===== src/design/srpr_pkg.sv =====
// ----------------------------------------------------------------------------
// srpr_pkg
// Types and constants shared by the prefetch ring modules.
// ----------------------------------------------------------------------------
`default_nettype none
package srpr_pkg;

  localparam int SLOTS       = 8;
  localparam int MIN_SLOTS   = 2;
  localparam int TRACKERS    = 4;
  localparam int CHUNK_BYTES = 1048576;

  localparam int SLOT_W  = $clog2(SLOTS);
  localparam int TRK_W   = (TRACKERS > 1) ? $clog2(TRACKERS) : 1;
  localparam int DEPTH_W = $clog2(SLOTS + 1);
  localparam int MIN_DEPTH = (MIN_SLOTS < SLOTS) ? MIN_SLOTS : SLOTS;
  localparam int SCAN_N  = (SLOTS > TRACKERS) ? SLOTS : TRACKERS;
  localparam int SCAN_W  = (SCAN_N > 1) ? $clog2(SCAN_N) : 1;

  localparam logic [1:0] ACT_READ  = 2'd0;
  localparam logic [1:0] ACT_DONE  = 2'd1;
  localparam logic [1:0] ACT_CLOSE = 2'd2;

  localparam logic [2:0] KIND_MISS   = 3'd0;
  localparam logic [2:0] KIND_HIT    = 3'd1;
  localparam logic [2:0] KIND_PARK   = 3'd2;
  localparam logic [2:0] KIND_ISSUE  = 3'd3;
  localparam logic [2:0] KIND_WDONE  = 3'd4;

  localparam logic [1:0] CFG_FILE_SIZE = 2'd0;
  localparam logic [1:0] CFG_ARM       = 2'd1;
  localparam logic [1:0] CFG_REAIM     = 2'd2;
  localparam logic [1:0] CFG_ENABLE    = 2'd3;

  typedef enum logic [1:0] {
    SL_EMPTY  = 2'd0,
    SL_FLIGHT = 2'd1,
    SL_READY  = 2'd2
  } slot_st_t;

  typedef struct packed {
    logic [1:0]  action;
    logic [47:0] read_offset;
    logic [20:0] read_length;
    logic [7:0]  request_tag;
    logic [2:0]  done_slot;
    logic        fetch_ok;
    logic [20:0] valid_bytes;
  } in_word_t;

  typedef struct packed {
    logic [2:0]  kind;
    logic [2:0]  slot;
    logic [47:0] fetch_offset;
    logic [20:0] byte_count;
    logic [7:0]  done_tag;
    logic        done_ok;
    logic        last;
  } out_word_t;

  // pump step request and response between sequencer and pump unit
  typedef struct packed {
    logic [47:0] next_off;
    logic [47:0] file_size;
  } pump_req_t;

  typedef struct packed {
    logic        more;
    logic [47:0] off_next;
    logic [20:0] len;
  } pump_rsp_t;

endpackage
`default_nettype wire


===== src/design/sequential_read_prefetch_ring.sv =====
// ----------------------------------------------------------------------------
// sequential_read_prefetch_ring
// Prefetcher: stream trackers, slot ring, fetch pump under a sequencer.
// ----------------------------------------------------------------------------
// channel  | signals                       | rule
// in       | start, busy, in_word          | taken when start & !busy
// out      | out_valid, out_word           | one cycle, no backpressure
// cfg      | cfg_we, cfg_index, cfg_data   | written on cfg_we
// A read holds busy through the tracker scan over TRACKERS entries, update,
// decide and emit, plus the slot scan over SLOTS entries while a ring is open,
// plus up to depth_limit + 1 pump steps (never more than SLOTS). Results go
// out alongside the pump steps. A completion with a parked reader passes
// through the emit state; other completions and close are taken in the idle
// state. Reset clears all control state.
// The receiver cannot stall.
// ----------------------------------------------------------------------------
`default_nettype none
module sequential_read_prefetch_ring (
  input  var logic                 clk,
  input  var logic                 rst,
  input  var logic                 start,
  output logic                     busy,
  input  var srpr_pkg::in_word_t   in_word,
  output logic                     out_valid,
  output srpr_pkg::out_word_t      out_word,
  input  var logic                 cfg_we,
  input  var logic [1:0]           cfg_index,
  input  var logic [47:0]          cfg_data
);
  import srpr_pkg::*;

  typedef enum logic [6:0] {
    S_IDLE  = 7'b0000001,
    S_TRK   = 7'b0000010,
    S_UPD   = 7'b0000100,
    S_SLOT  = 7'b0001000,
    S_DEC   = 7'b0010000,
    S_PUMP  = 7'b0100000,
    S_EMIT  = 7'b1000000
  } fsm_t;

  fsm_t state;

  logic [47:0] file_size;
  logic [7:0]  arm_streak;
  logic [15:0] reaim_idle_reads;
  logic        ring_enable;

  logic [47:0] tracker_end    [TRACKERS];
  logic [15:0] tracker_streak [TRACKERS];
  logic [31:0] read_clock;
  logic        ring_open;
  logic [7:0]  ring_generation;
  logic [47:0] next_fetch_offset;
  logic [DEPTH_W-1:0] depth_limit;
  logic [31:0] last_consume_clock;
  slot_st_t    slot_state [SLOTS];
  logic [47:0] slot_offset [SLOTS];
  logic [20:0] slot_length [SLOTS];
  logic [7:0]  slot_generation [SLOTS];
  logic [SLOTS-1:0] slot_waiting;
  logic [7:0]  waiter_tag [SLOTS];
  logic [20:0] waiter_length [SLOTS];

  in_word_t    cur;
  logic [SCAN_W-1:0] idx;
  logic [TRK_W-1:0] pick, cold;
  logic        found;
  logic [15:0] streak;
  logic        slot_hit;
  logic [SLOT_W-1:0] hit_slot;
  logic        pump_after_depth;
  logic [SLOT_W:0] pidx;
  out_word_t   pend;
  logic        pend_v;

  pump_req_t preq;
  pump_rsp_t prsp;
  assign preq.next_off  = next_fetch_offset;
  assign preq.file_size = file_size;
  srpr_pump u_pump (.req(preq), .rsp(prsp));

  assign busy = (state != S_IDLE);

  logic [SLOT_W-1:0] ps;
  logic [SLOT_W-1:0] ss;
  logic [TRK_W-1:0]  ts;
  assign ps = pidx[SLOT_W-1:0];
  assign ss = idx[SLOT_W-1:0];
  assign ts = idx[TRK_W-1:0];

  // main FSM; on each pump issue the previous pending word goes out and the new one becomes pending
  always_ff @(posedge clk) begin
    if (rst) begin
      state <= S_IDLE;
      file_size <= '0; arm_streak <= 8'd2; reaim_idle_reads <= 16'd8;
      ring_enable <= 1'b1;
      for (int t = 0; t < TRACKERS; t++) begin
        tracker_end[t] <= '0; tracker_streak[t] <= '0;
      end
      read_clock <= '0; ring_open <= 1'b0; ring_generation <= '0;
      next_fetch_offset <= '0; depth_limit <= DEPTH_W'(MIN_DEPTH);
      last_consume_clock <= '0;
      for (int s = 0; s < SLOTS; s++) begin
        slot_state[s] <= SL_EMPTY; slot_offset[s] <= '0;
        slot_length[s] <= '0; slot_generation[s] <= '0;
      end
      slot_waiting <= '0;
      out_valid <= 1'b0; pend_v <= 1'b0;
      idx <= '0; pidx <= '0; pick <= '0; cold <= '0; found <= 1'b0;
      streak <= '0; slot_hit <= 1'b0; hit_slot <= '0;
      pump_after_depth <= 1'b0;
    end else begin
      if (cfg_we) begin
        unique case (cfg_index)
          CFG_FILE_SIZE: file_size <= cfg_data;
          CFG_ARM:       arm_streak <= cfg_data[7:0];
          CFG_REAIM:     reaim_idle_reads <= cfg_data[15:0];
          CFG_ENABLE:    ring_enable <= cfg_data[0];
          default: ;
        endcase
      end
      unique case (state)
        S_IDLE: begin
          out_valid <= 1'b0;
          if (start) begin
            cur <= in_word;
            idx <= '0; found <= 1'b0; cold <= '0;
            case (in_word.action)
              ACT_READ: state <= S_TRK;
              ACT_DONE: begin
                if (slot_state[in_word.done_slot[SLOT_W-1:0]] == SL_FLIGHT) begin
                  if (slot_waiting[in_word.done_slot[SLOT_W-1:0]]) begin
                    slot_waiting[in_word.done_slot[SLOT_W-1:0]] <= 1'b0;
                    slot_state[in_word.done_slot[SLOT_W-1:0]] <= SL_EMPTY;
                    pend.kind <= KIND_WDONE;
                    pend.slot <= in_word.done_slot;
                    pend.fetch_offset <= '0;
                    pend.byte_count <= !in_word.fetch_ok ? 21'd0 :
                      (waiter_length[in_word.done_slot[SLOT_W-1:0]] < in_word.valid_bytes
                       ? waiter_length[in_word.done_slot[SLOT_W-1:0]]
                       : in_word.valid_bytes);
                    pend.done_tag <= waiter_tag[in_word.done_slot[SLOT_W-1:0]];
                    pend.done_ok <= in_word.fetch_ok;
                    pend.last <= 1'b0;
                    pend_v <= 1'b1;
                    state <= S_EMIT;
                  end else if (in_word.fetch_ok &&
                      slot_generation[in_word.done_slot[SLOT_W-1:0]] == ring_generation) begin
                    slot_state[in_word.done_slot[SLOT_W-1:0]] <= SL_READY;
                    slot_length[in_word.done_slot[SLOT_W-1:0]] <= in_word.valid_bytes;
                  end else begin
                    slot_state[in_word.done_slot[SLOT_W-1:0]] <= SL_EMPTY;
                  end
                end
              end
              ACT_CLOSE: begin
                if (ring_open) begin
                  ring_open <= 1'b0;
                  ring_generation <= ring_generation + 8'd1;
                  for (int s = 0; s < SLOTS; s++)
                    if (slot_state[s] == SL_READY) slot_state[s] <= SL_EMPTY;
                end
              end
              default: ;
            endcase
          end
        end
        S_TRK: begin
          out_valid <= 1'b0;
          if (tracker_end[ts] == cur.read_offset) begin
            pick <= ts; found <= 1'b1;
          end
          if (tracker_streak[ts] < tracker_streak[cold]) cold <= ts;
          if (idx == SCAN_W'(TRACKERS - 1)) state <= S_UPD;
          else idx <= idx + 1'b1;
        end
        S_UPD: begin
          logic [TRK_W-1:0] p;
          logic [15:0] ns;
          p = found ? pick : cold;
          if (tracker_end[p] == cur.read_offset)
            ns = (tracker_streak[p] == 16'hFFFF) ? 16'hFFFF : tracker_streak[p] + 16'd1;
          else ns = 16'd1;
          out_valid <= 1'b0;
          pick <= p;
          tracker_streak[p] <= ns;
          tracker_end[p] <= cur.read_offset + 48'(cur.read_length);
          streak <= ns;
          read_clock <= read_clock + 32'd1;
          idx <= '0; slot_hit <= 1'b0;
          state <= ring_open ? S_SLOT : S_DEC;
        end
        S_SLOT: begin
          out_valid <= 1'b0;
          if (!slot_hit && slot_offset[ss] == cur.read_offset &&
              slot_state[ss] != SL_EMPTY && cur.read_length <= slot_length[ss]) begin
            slot_hit <= 1'b1; hit_slot <= ss;
          end
          if (idx == SCAN_W'(SLOTS - 1)) state <= S_DEC;
          else idx <= idx + 1'b1;
        end
        S_DEC: begin
          out_word_t w;
          fsm_t nx;
          logic grow;
          w = '0;
          w.kind = KIND_MISS;
          nx = S_EMIT;
          grow = 1'b0;
          if (!ring_open) begin
            if (!(streak < 16'(arm_streak) || !ring_enable)) begin
              ring_open <= 1'b1;
              depth_limit <= DEPTH_W'(MIN_DEPTH);
              next_fetch_offset <= tracker_end[pick];
              last_consume_clock <= read_clock;
              nx = S_PUMP;
            end
          end else if (slot_hit && slot_state[hit_slot] == SL_READY) begin
            slot_state[hit_slot] <= SL_EMPTY;
            last_consume_clock <= read_clock;
            w.kind = KIND_HIT; w.slot = 3'(hit_slot);
            nx = S_PUMP;
          end else if (slot_hit && !slot_waiting[hit_slot]) begin
            w.kind = KIND_PARK; w.slot = 3'(hit_slot);
            slot_waiting[hit_slot] <= 1'b1;
            waiter_tag[hit_slot] <= cur.request_tag;
            waiter_length[hit_slot] <= cur.read_length;
            last_consume_clock <= read_clock;
            grow = 1'b1; nx = S_PUMP;
          end else if (streak >= 16'(arm_streak) &&
                       (read_clock - last_consume_clock) > 32'(reaim_idle_reads)) begin
            ring_generation <= ring_generation + 8'd1;
            for (int s = 0; s < SLOTS; s++)
              if (slot_state[s] == SL_READY) slot_state[s] <= SL_EMPTY;
            next_fetch_offset <= tracker_end[pick];
            last_consume_clock <= read_clock;
            nx = S_PUMP;
          end
          out_valid <= 1'b0;
          pend <= w;
          pend_v <= 1'b1;
          pidx <= '0;
          pump_after_depth <= grow;
          state <= nx;
        end
        S_PUMP: begin
          if (pidx < (SLOT_W+1)'(depth_limit) && prsp.more) begin
            if (slot_state[ps] == SL_EMPTY) begin
              slot_offset[ps] <= next_fetch_offset;
              slot_length[ps] <= prsp.len;
              slot_state[ps] <= SL_FLIGHT;
              slot_generation[ps] <= ring_generation;
              next_fetch_offset <= prsp.off_next;
              out_valid <= pend_v;
              out_word <= pend;
              pend.kind <= KIND_ISSUE; pend.slot <= 3'(ps);
              pend.fetch_offset <= next_fetch_offset;
              pend.byte_count <= prsp.len;
              pend.done_tag <= '0; pend.done_ok <= 1'b0; pend.last <= 1'b0;
              pend_v <= 1'b1;
            end else begin
              out_valid <= 1'b0;
            end
            if (pidx == (SLOT_W+1)'(SLOTS - 1)) state <= S_EMIT;
            else pidx <= pidx + 1'b1;
          end else begin
            out_valid <= 1'b0;
            state <= S_EMIT;
          end
        end
        S_EMIT: begin
          if (pump_after_depth && depth_limit < DEPTH_W'(SLOTS))
            depth_limit <= depth_limit + 1'b1;
          pump_after_depth <= 1'b0;
          out_valid <= pend_v;
          out_word <= {pend[$bits(out_word_t)-1:1], 1'b1};
          pend_v <= 1'b0;
          state <= S_IDLE;
        end
        default: begin
          out_valid <= 1'b0;
          state <= S_IDLE;
        end
      endcase
    end
  end

  assert property (@(posedge clk) disable iff (rst)
    out_valid && out_word.last |=> !out_valid) else $error("word after last");
  assert property (@(posedge clk) disable iff (rst)
    start && !busy |=> busy || !out_valid) else $error("accept mismatch");
  assert property (@(posedge clk) disable iff (rst)
    depth_limit >= DEPTH_W'(1) && depth_limit <= DEPTH_W'(SLOTS)) else $error("depth");
  assert property (@(posedge clk) disable iff (rst)
    out_valid && out_word.kind == KIND_ISSUE |-> out_word.byte_count != '0)
    else $error("empty issue");

endmodule
`default_nettype wire


===== src/design/srpr_pump.sv =====
// ----------------------------------------------------------------------------
// srpr_pump
// Chunk unit: subtract and compares giving the next fetch length and offset.
// ----------------------------------------------------------------------------
`default_nettype none
module srpr_pump (
  input  var srpr_pkg::pump_req_t req,
  output srpr_pkg::pump_rsp_t     rsp
);
  import srpr_pkg::*;
  logic [47:0] rem;
  always_comb begin
    rem          = req.file_size - req.next_off;
    rsp.more     = req.next_off < req.file_size;
    rsp.len      = (rem < 48'(CHUNK_BYTES)) ? rem[20:0] : 21'(CHUNK_BYTES);
    rsp.off_next = req.next_off + 48'(rsp.len);
  end
endmodule
`default_nettype wire

===== config.mk =====
export PLATFORM = sky130hd
export DESIGN_NAME = sequential_read_prefetch_ring
export DESIGN_NICKNAME = d
export VERILOG_FILES = /design/src/design/srpr_pkg.sv /design/src/design/sequential_read_prefetch_ring.sv /design/src/design/srpr_pump.sv
export SDC_FILE = /design/constraint.sdc
export NUM_CORES = 2
export LEC_CHECK = 0
export BUFFER_PORTS_ARGS = -buffer_cell sky130_fd_sc_hd__buf_4
export CORE_ASPECT_RATIO = 0.9
export CORE_UTILIZATION = 45
export CTS_CLUSTER_SIZE = 12
export DETAILED_ROUTE_END_ITERATION = 7
export GPL_TIMING_DRIVEN = 0
export SLEW_MARGIN = 20
export SYNTH_ARGS = -nofsm -noshare
export SYNTH_HDL_FRONTEND = slang
export SYNTH_HIERARCHICAL = 1
export SYNTH_SLANG_ARGS = --single-unit

===== constraint.sdc =====
create_clock -name clk -period 15.7 [get_ports clk]
set_clock_uncertainty 0.1 [all_clocks]
set_input_delay 1.57 -clock clk [delete_from_list [all_inputs] [get_ports clk]]
set_output_delay 1.57 -clock clk [all_outputs]
set_load 0.005 [all_outputs]

### Yosys cells after proc, flatten, opt, wreduce, memory -nomap -nowiden

Memory sizes are Yosys's and may differ from the RTL's. A register that Yosys moved wholly into a read port is not among the register bits.
Cells that the tools add are included.

* register bits after elaboration: 495
* RAM bits: 1120
* output and inout bits: 87
* word-level logic and storage cells: 548
* memories: 8

Memory list
* slot_offset: words 8, width 48, rd ports 1, clocked after Yosys merged registers in 1, wr ports 8, line sequential_read_prefetch_ring.sv:58 `logic [47:0] slot_offset [SLOTS];`
* tracker_end: words 4, width 48, rd ports 3, clocked after Yosys merged registers in 2, wr ports 4, line sequential_read_prefetch_ring.sv:49 `logic [47:0] tracker_end [TRACKERS];`
* slot_length: words 8, width 21, rd ports 1, clocked after Yosys merged registers in 1, wr ports 8, line sequential_read_prefetch_ring.sv:59 `logic [20:0] slot_length [SLOTS];`
* waiter_length: words 8, width 21, rd ports 1, clocked after Yosys merged registers in 0, wr ports 1, line sequential_read_prefetch_ring.sv:63 `logic [20:0] waiter_length [SLOTS];`
* slot_generation: words 8, width 8, rd ports 1, clocked after Yosys merged registers in 0, wr ports 8, line sequential_read_prefetch_ring.sv:60 `logic [7:0] slot_generation [SLOTS];`
* tracker_streak: words 4, width 16, rd ports 3, clocked after Yosys merged registers in 2, wr ports 4, line sequential_read_prefetch_ring.sv:50 `logic [15:0] tracker_streak [TRACKERS];`
* 2 more memories

* $add $sub $neg: 10
* order comparisons: 14
* equality and inequality tests: 65
* mux-type cells: 329
* bitwise gates (word level): 22
* reduce and logical (&&, ||, !) cells: 60

Operators with widths (count)
* $mux W85: 8
* $mux W48: 9
* $pmux W85 S3: 1
* $mux W1: 184
* $pmux W85 S2: 1
* $mux W32: 5
* $eq A48 B48 Y1: 3
* $mux W8: 15
* $mux W21: 5
* $add A48 B21 Y48: 2
* $pmux W48 S2: 1
* $reduce_or A48 Y1: 2
* $mux W7: 12
* $mux W16: 5
* $mux W2: 35
* $mux W3: 20
* $lt A48 B21 Y1 const B: 1
* $lt A48 B48 Y1: 1
* $sub A48 B48 Y48: 1
* $ne A2 B2 Y1 const B: 23
* $pmux W7 S6: 1
* $reduce_or A21 Y1: 2
* $add A32 B1 Y32 const B: 1
* $gt A32 B16 Y1: 1
* other kinds (64): 161

### Depth between registers and ports, before layout

An unclocked memory read counts as a cell.

* depth after elaboration: 17
* mapped depth: 32
* depth with buffers taken out: 30

### Cells and area by module

The synthesis kept the hierarchy.

By module, submodules not included
* sequential_read_prefetch_ring: instances 1, cells each 5826, area an instance 76578.4 sq um, seq. area each 46244.4 sq um
* srpr_pump: instances 1, cells each 826, area an instance 5286.3 sq um, seq. area each 0.0 sq um

### Worst setup path after synthesis

No wires, ideal clock.

* path type: register -> register
* start: register next_fetch_offset[34]
* end: memory slot_generation[7][0], enable pin
* arrival time: 6.743 ns
* required time: 15.053 ns
* path slack: 8.309 ns
* cell stages (with the launch flop): 16
* buffers on the path: 1
* clock period less this slack: 7.391 ns
* path through: dfxtp_1 > inv_1 > ha_1 > buf_2 > nand2_1 > o21ai_0 > a21oi_1 > a21oi_1 > nor2_1 > o21ai_0 > a221oi_1 > nor2_1 > o2111a_1 > nor2b_1 > nand2_1 > o21ai_0

RTL lines
* start: declaration: line sequential_read_prefetch_ring.sv:54 `logic [47:0] next_fetch_offset;`
* start signal: assignment: line sequential_read_prefetch_ring.sv:215 `next_fetch_offset <= tracker_end[pick];`
* start signal: assignment: line sequential_read_prefetch_ring.sv:236 `next_fetch_offset <= tracker_end[pick];`
* start signal: assignment: line sequential_read_prefetch_ring.sv:254 `next_fetch_offset <= prsp.off_next;`
* end: declaration: line sequential_read_prefetch_ring.sv:60

==> metrics.log <==
[metrics] crit path max-delay cell type: nor4_1
[metrics] setup repair after global routing missed its margin: false
[metrics] critical register-to-register path endpoint: next_fetch_offset[41]
[metrics] buffers and inverters on the worst path: 5
[metrics] overall overflow remaining after global route: 0
[metrics] critical path type: register to register
[metrics] type of the worst min-delay path: register to register
[metrics] worst path arrival time: 10700 ps
[metrics] synthesized area per cell: 12.3 sq um
[metrics] WL per Instance: 30.6 microns
[metrics] post-CTS setup buffers: 0
[metrics] CTS tree: yes
[metrics] leading cell type in the layout, fill and taps excluded: edfxtp_1
[metrics] pin count of the biggest net entering global routing: 58
[metrics] Num Clock Sinks: 1627
[metrics] final period demand of the worst path: 10030 ps
[metrics] worst-case vdd ir drop: 115 uV
[metrics] number of DRC markers in iteration 0: 8328
[metrics] depth of the worst register-to-register path: 26
[metrics] launch point of the worst path: next_fetch_offset[0]
[metrics] vias in the first global route: 56700
[metrics] asr flop ratio synth: 0%
[metrics] share of layout cells above drive strength 1: 13.9%
[metrics] number of failing setup endpoints in the final timing report: 0
[metrics] final-report hold violation count: 0
[metrics] max-cap viol count: 0
[metrics] total number of vias: 60100
[metrics] Clock Tree Root: clkbuf_16
[metrics] share of total power consumed by net switching: 25.9%
[metrics] Top Family by Delay on Critical Path: simple AND/OR/NAND/NOR gates
[metrics] area of the die: 184000 sq um
[metrics] clock latency of the later-clocked register in the worst-skew pair: 870 ps
[metrics] r2r setup slk: 5670 ps
[metrics] Logic pwr share: 10.0%
[metrics] Total Neg Setup Slack: 0 ps
[metrics] cell area after synthesis: 81900 sq um
[metrics] Antenna Violating Nets Remaining: 0
[metrics] Most common cell on crit path: nor2_1
[metrics] total routing usage reported by global routing: 31.8%
[metrics] maximum cell stage delay along the critical path: 830 ps
[metrics] Detailed Route WL: 296000 microns
[metrics] type of destination of the critical path: register
[metrics] f_max: 99.7 MHz
[metrics] global-route wire length before repair: 415000 microns
[metrics] number of vias per cell: 6.23
[metrics] final-report max-slew violation count: 0
[metrics] number of logic stages on the critical path including buffering: 26
[metrics] port buffer count: 244
[metrics] total of cells resized after clock tree synthesis: 0
[metrics] synthesized instance count: 6652
[metrics] cell internal pwr: 7.39 mW
[metrics] switching pwr: 2.58 mW
[metrics] power density cells: 107 nW/um^2
[metrics] number of CTS-inserted buffers: 174
[metrics] crit path to: next_fetch_offset[41]
[metrics] H-Tree Level Count: 4
[metrics] # nets final: 7490
[metrics] share of total power in the clock network: 40.7%
[metrics] P&R area growth vs syn: 14.0%
[metrics] die height: 407 microns
[metrics] slew at the pin closest to its max-slew limit: 1290 ps
[metrics] fill cell total of the finished layout: 15900
[metrics] number of register bits inferred by synthesis: 1627
[metrics] startpoint kind of the worst setup timing path: register
[metrics] Synth Net Count: 7025
[metrics] most frequent cells in the layout: edfxtp_1, nor2_1, and2_1, nand2_1, clkbuf_1
[metrics] Period Utilization, post-route: 63.9%
[metrics] routability-driven placement congestion ratio: 0.969
[metrics] starting density of the core: 45.3%
[metrics] Post-CTS Hold Buffers: 0
[metrics] remaining design rule violation count: 0
[metrics] leakage power figure: 33.8 nW
[metrics] detailed placer's ending HPWL: 217000 microns
[metrics] main flop type after synthesis: edfxtp_1
[metrics] worst flop-to-flop path startpoint: next_fetch_offset[0]
[metrics] Ys Warns: 6
[metrics] antenna violations before repair: 18
[metrics] number of synthesized flops with an enable pin: 1366
[metrics] horizontal extent of the die: 452 microns
[metrics] Worst-path clk slew: 60 ps
[metrics] total I/O pin count: 245
[metrics] row count: 148
[metrics] proportion of power drawn by flip-flops and latches: 49.3%
[metrics] number of detailed-routing iterations run before antenna repair: 6
[metrics] number of library cell types mapped by synthesis: 95
[metrics] CORE AREA: 181000 sq um
[metrics] Slew Limit Headroom: 14.0%
[metrics] peak fanout along the critical path: 14
[metrics] result of the run: finished, final reports clean
[metrics] CP Data Required Time: 16370 ps
[metrics] power consumption: 9.97 mW
[metrics] fraction of the yosys area taken by sequential cells: 56.5%
[metrics] clock buffer depth: 3
worst min path at each step:
stage                   from            to  cells after the start
floorplan           pend[10]  out_word[10]                      0
global placement    pend[34]  out_word[34]                      0
detailed placement  pend[17]  out_word[17]                      0
CTS                 pend[26]  out_word[26]                      0
global route        pend[27]  out_word[27]                      0
finish              pend[26]  out_word[26]                      0
metal layers:
metal	global-route usage [%]	routed length (microns)	up-vias
met5	0	0	-
met4	15.0	16000	0
met3	6.40	31500	609
met2	47.2	128000	3568
met1	44.7	120000	30200
li1	-	-	25700
synthesized netlist by cell type, types with 23 or more instances:
| cell type | number | area, sq um |
|---|---|---|
| edfxtp_1 | 1366 | 41000 |
| nor2_1 | 695 | 2610 |
| and2_1 | 517 | 3230 |
| nand2_1 | 441 | 1660 |
| mux4_2 | 324 | 7300 |
| clkbuf_1 | 320 | 1200 |
| a21oi_1 | 316 | 1580 |
| dfxtp_1 | 261 | 5230 |
| xnor2_1 | 226 | 1980 |
| inv_1 | 224 | 841 |
| ha_1 | 211 | 2640 |
| mux2i_1 | 189 | 1890 |
| o21ai_0 | 159 | 796 |
| a22oi_1 | 126 | 946 |
| nand3_1 | 106 | 531 |
| xor2_1 | 97 | 850 |
| a21o_1 | 96 | 721 |
| nand4_1 | 96 | 601 |
| o22ai_1 | 79 | 494 |
| nor3_1 | 73 | 365 |
| a211oi_1 | 52 | 390 |
| o211ai_1 | 49 | 368 |
| buf_2 | 47 | 235 |
| and3_1 | 43 | 269 |
| nor2b_1 | 42 | 263 |
| buf_1 | 37 | 139 |
| nor4_1 | 37 | 231 |
| nand2b_1 | 36 | 225 |
| or3_1 | 24 | 150 |
| o21a_1 | 23 | 173 |
through the flow:
stage / hold slack [ps] / area [sq um] / util [%] / std cells / setup slack, ps
4_1_cts: 293 / 93300 / 51.6 / 9654 / 6170
3_5_place_dp: 305 / 87700 / 48.5 / 9341 / 6230
3_3_place_gp: 301 / 86700 / 48.0 / 9296 / 1300
5_1_grt: 295 / 93300 / 51.6 / 9655 / 5360
6_report: 284 / 93300 / 51.6 / 9658 / 5670
2_1_floorplan: 300 / 81900 / - / 6652 / 8310
power groups by stage:
| stage | Combinational (mW) | Sequential, mW | Clock, mW |
|---|---|---|---|
| after floorplan | 0.583 | 4.94 | 0 |
| after global placement | 0.939 | 5.01 | 0 |
| after detailed placement | 0.967 | 5.00 | 0 |
| after CTS | 0.972 | 4.91 | 4.10 |
| after global routing | 1.05 | 4.92 | 4.25 |
| final | 0.998 | 4.91 | 4.06 |
cell families (layout without fill, tap and decap cells):
logic type / after synthesis / after routing / share of synthesized area (%)
fa+ha+maj: 215 / 215 / 3.32
mux: 525 / 525 / 11.4
xor+xnor: 323 / 323 / 3.46
simple gates: 2214 / 2214 / 13.4
flops: 1627 / 1627 / 56.5
other cells: 0 / 4 / 0
compound gates: 1110 / 1110 / 8.90
buf+inv: 638 / 1240 / 3.04
cell type report:
type,instances,area [sq um],share of cell area [%]
Clock inverter,78,885,0.948
Buffer,411,1660,1.78
Antenna cell,4,10.0,0.0107
Timing Repair Buffer,289,2670,2.86
Clock buffer,235,4670,5.01
Tap cell,2400,3000,3.22
Inverter,227,857,0.918
Multi-Input combinational cell,4387,33300,35.7
Sequential cell,1627,46200,49.5
registers in the layout (all words and copies together), names as in the netlist, 64 cells and up, named ones only:
| signal | cells |
|---|---|
| slot_offset | 384 |
| tracker_end | 192 |
| slot_length | 168 |
| waiter_length | 168 |
| out_word | 85 |
| pend | 84 |
| cur | 77 |
| slot_generation | 64 |
| tracker_streak | 64 |
| waiter_tag | 64 |
worst reg2reg max path, cell delays in order (launching register included):
cell       delay [ps]
dfxtp_1           800
ha_1              320
inv_1              60
fa_1              420
a211oi_1          300
o21ai_1           270
o211ai_1          610
a21oi_1           210
nor2_1            180
mux2_2            360
nor4b_1           640
nand4bb_1         350
nor4b_4           660
inv_1             200
clkbuf_1          400
nor2_1            570
ha_1              200
clkbuf_1          270
nand4_1           310
or4_1             760
nor4_1            840
nor2_1            180
buf_6             220
nor3_1            250
xnor2_1           150
o22ai_1           110
a22oi_1           210
No activity file was read; power rests on OpenSTA's default activity.
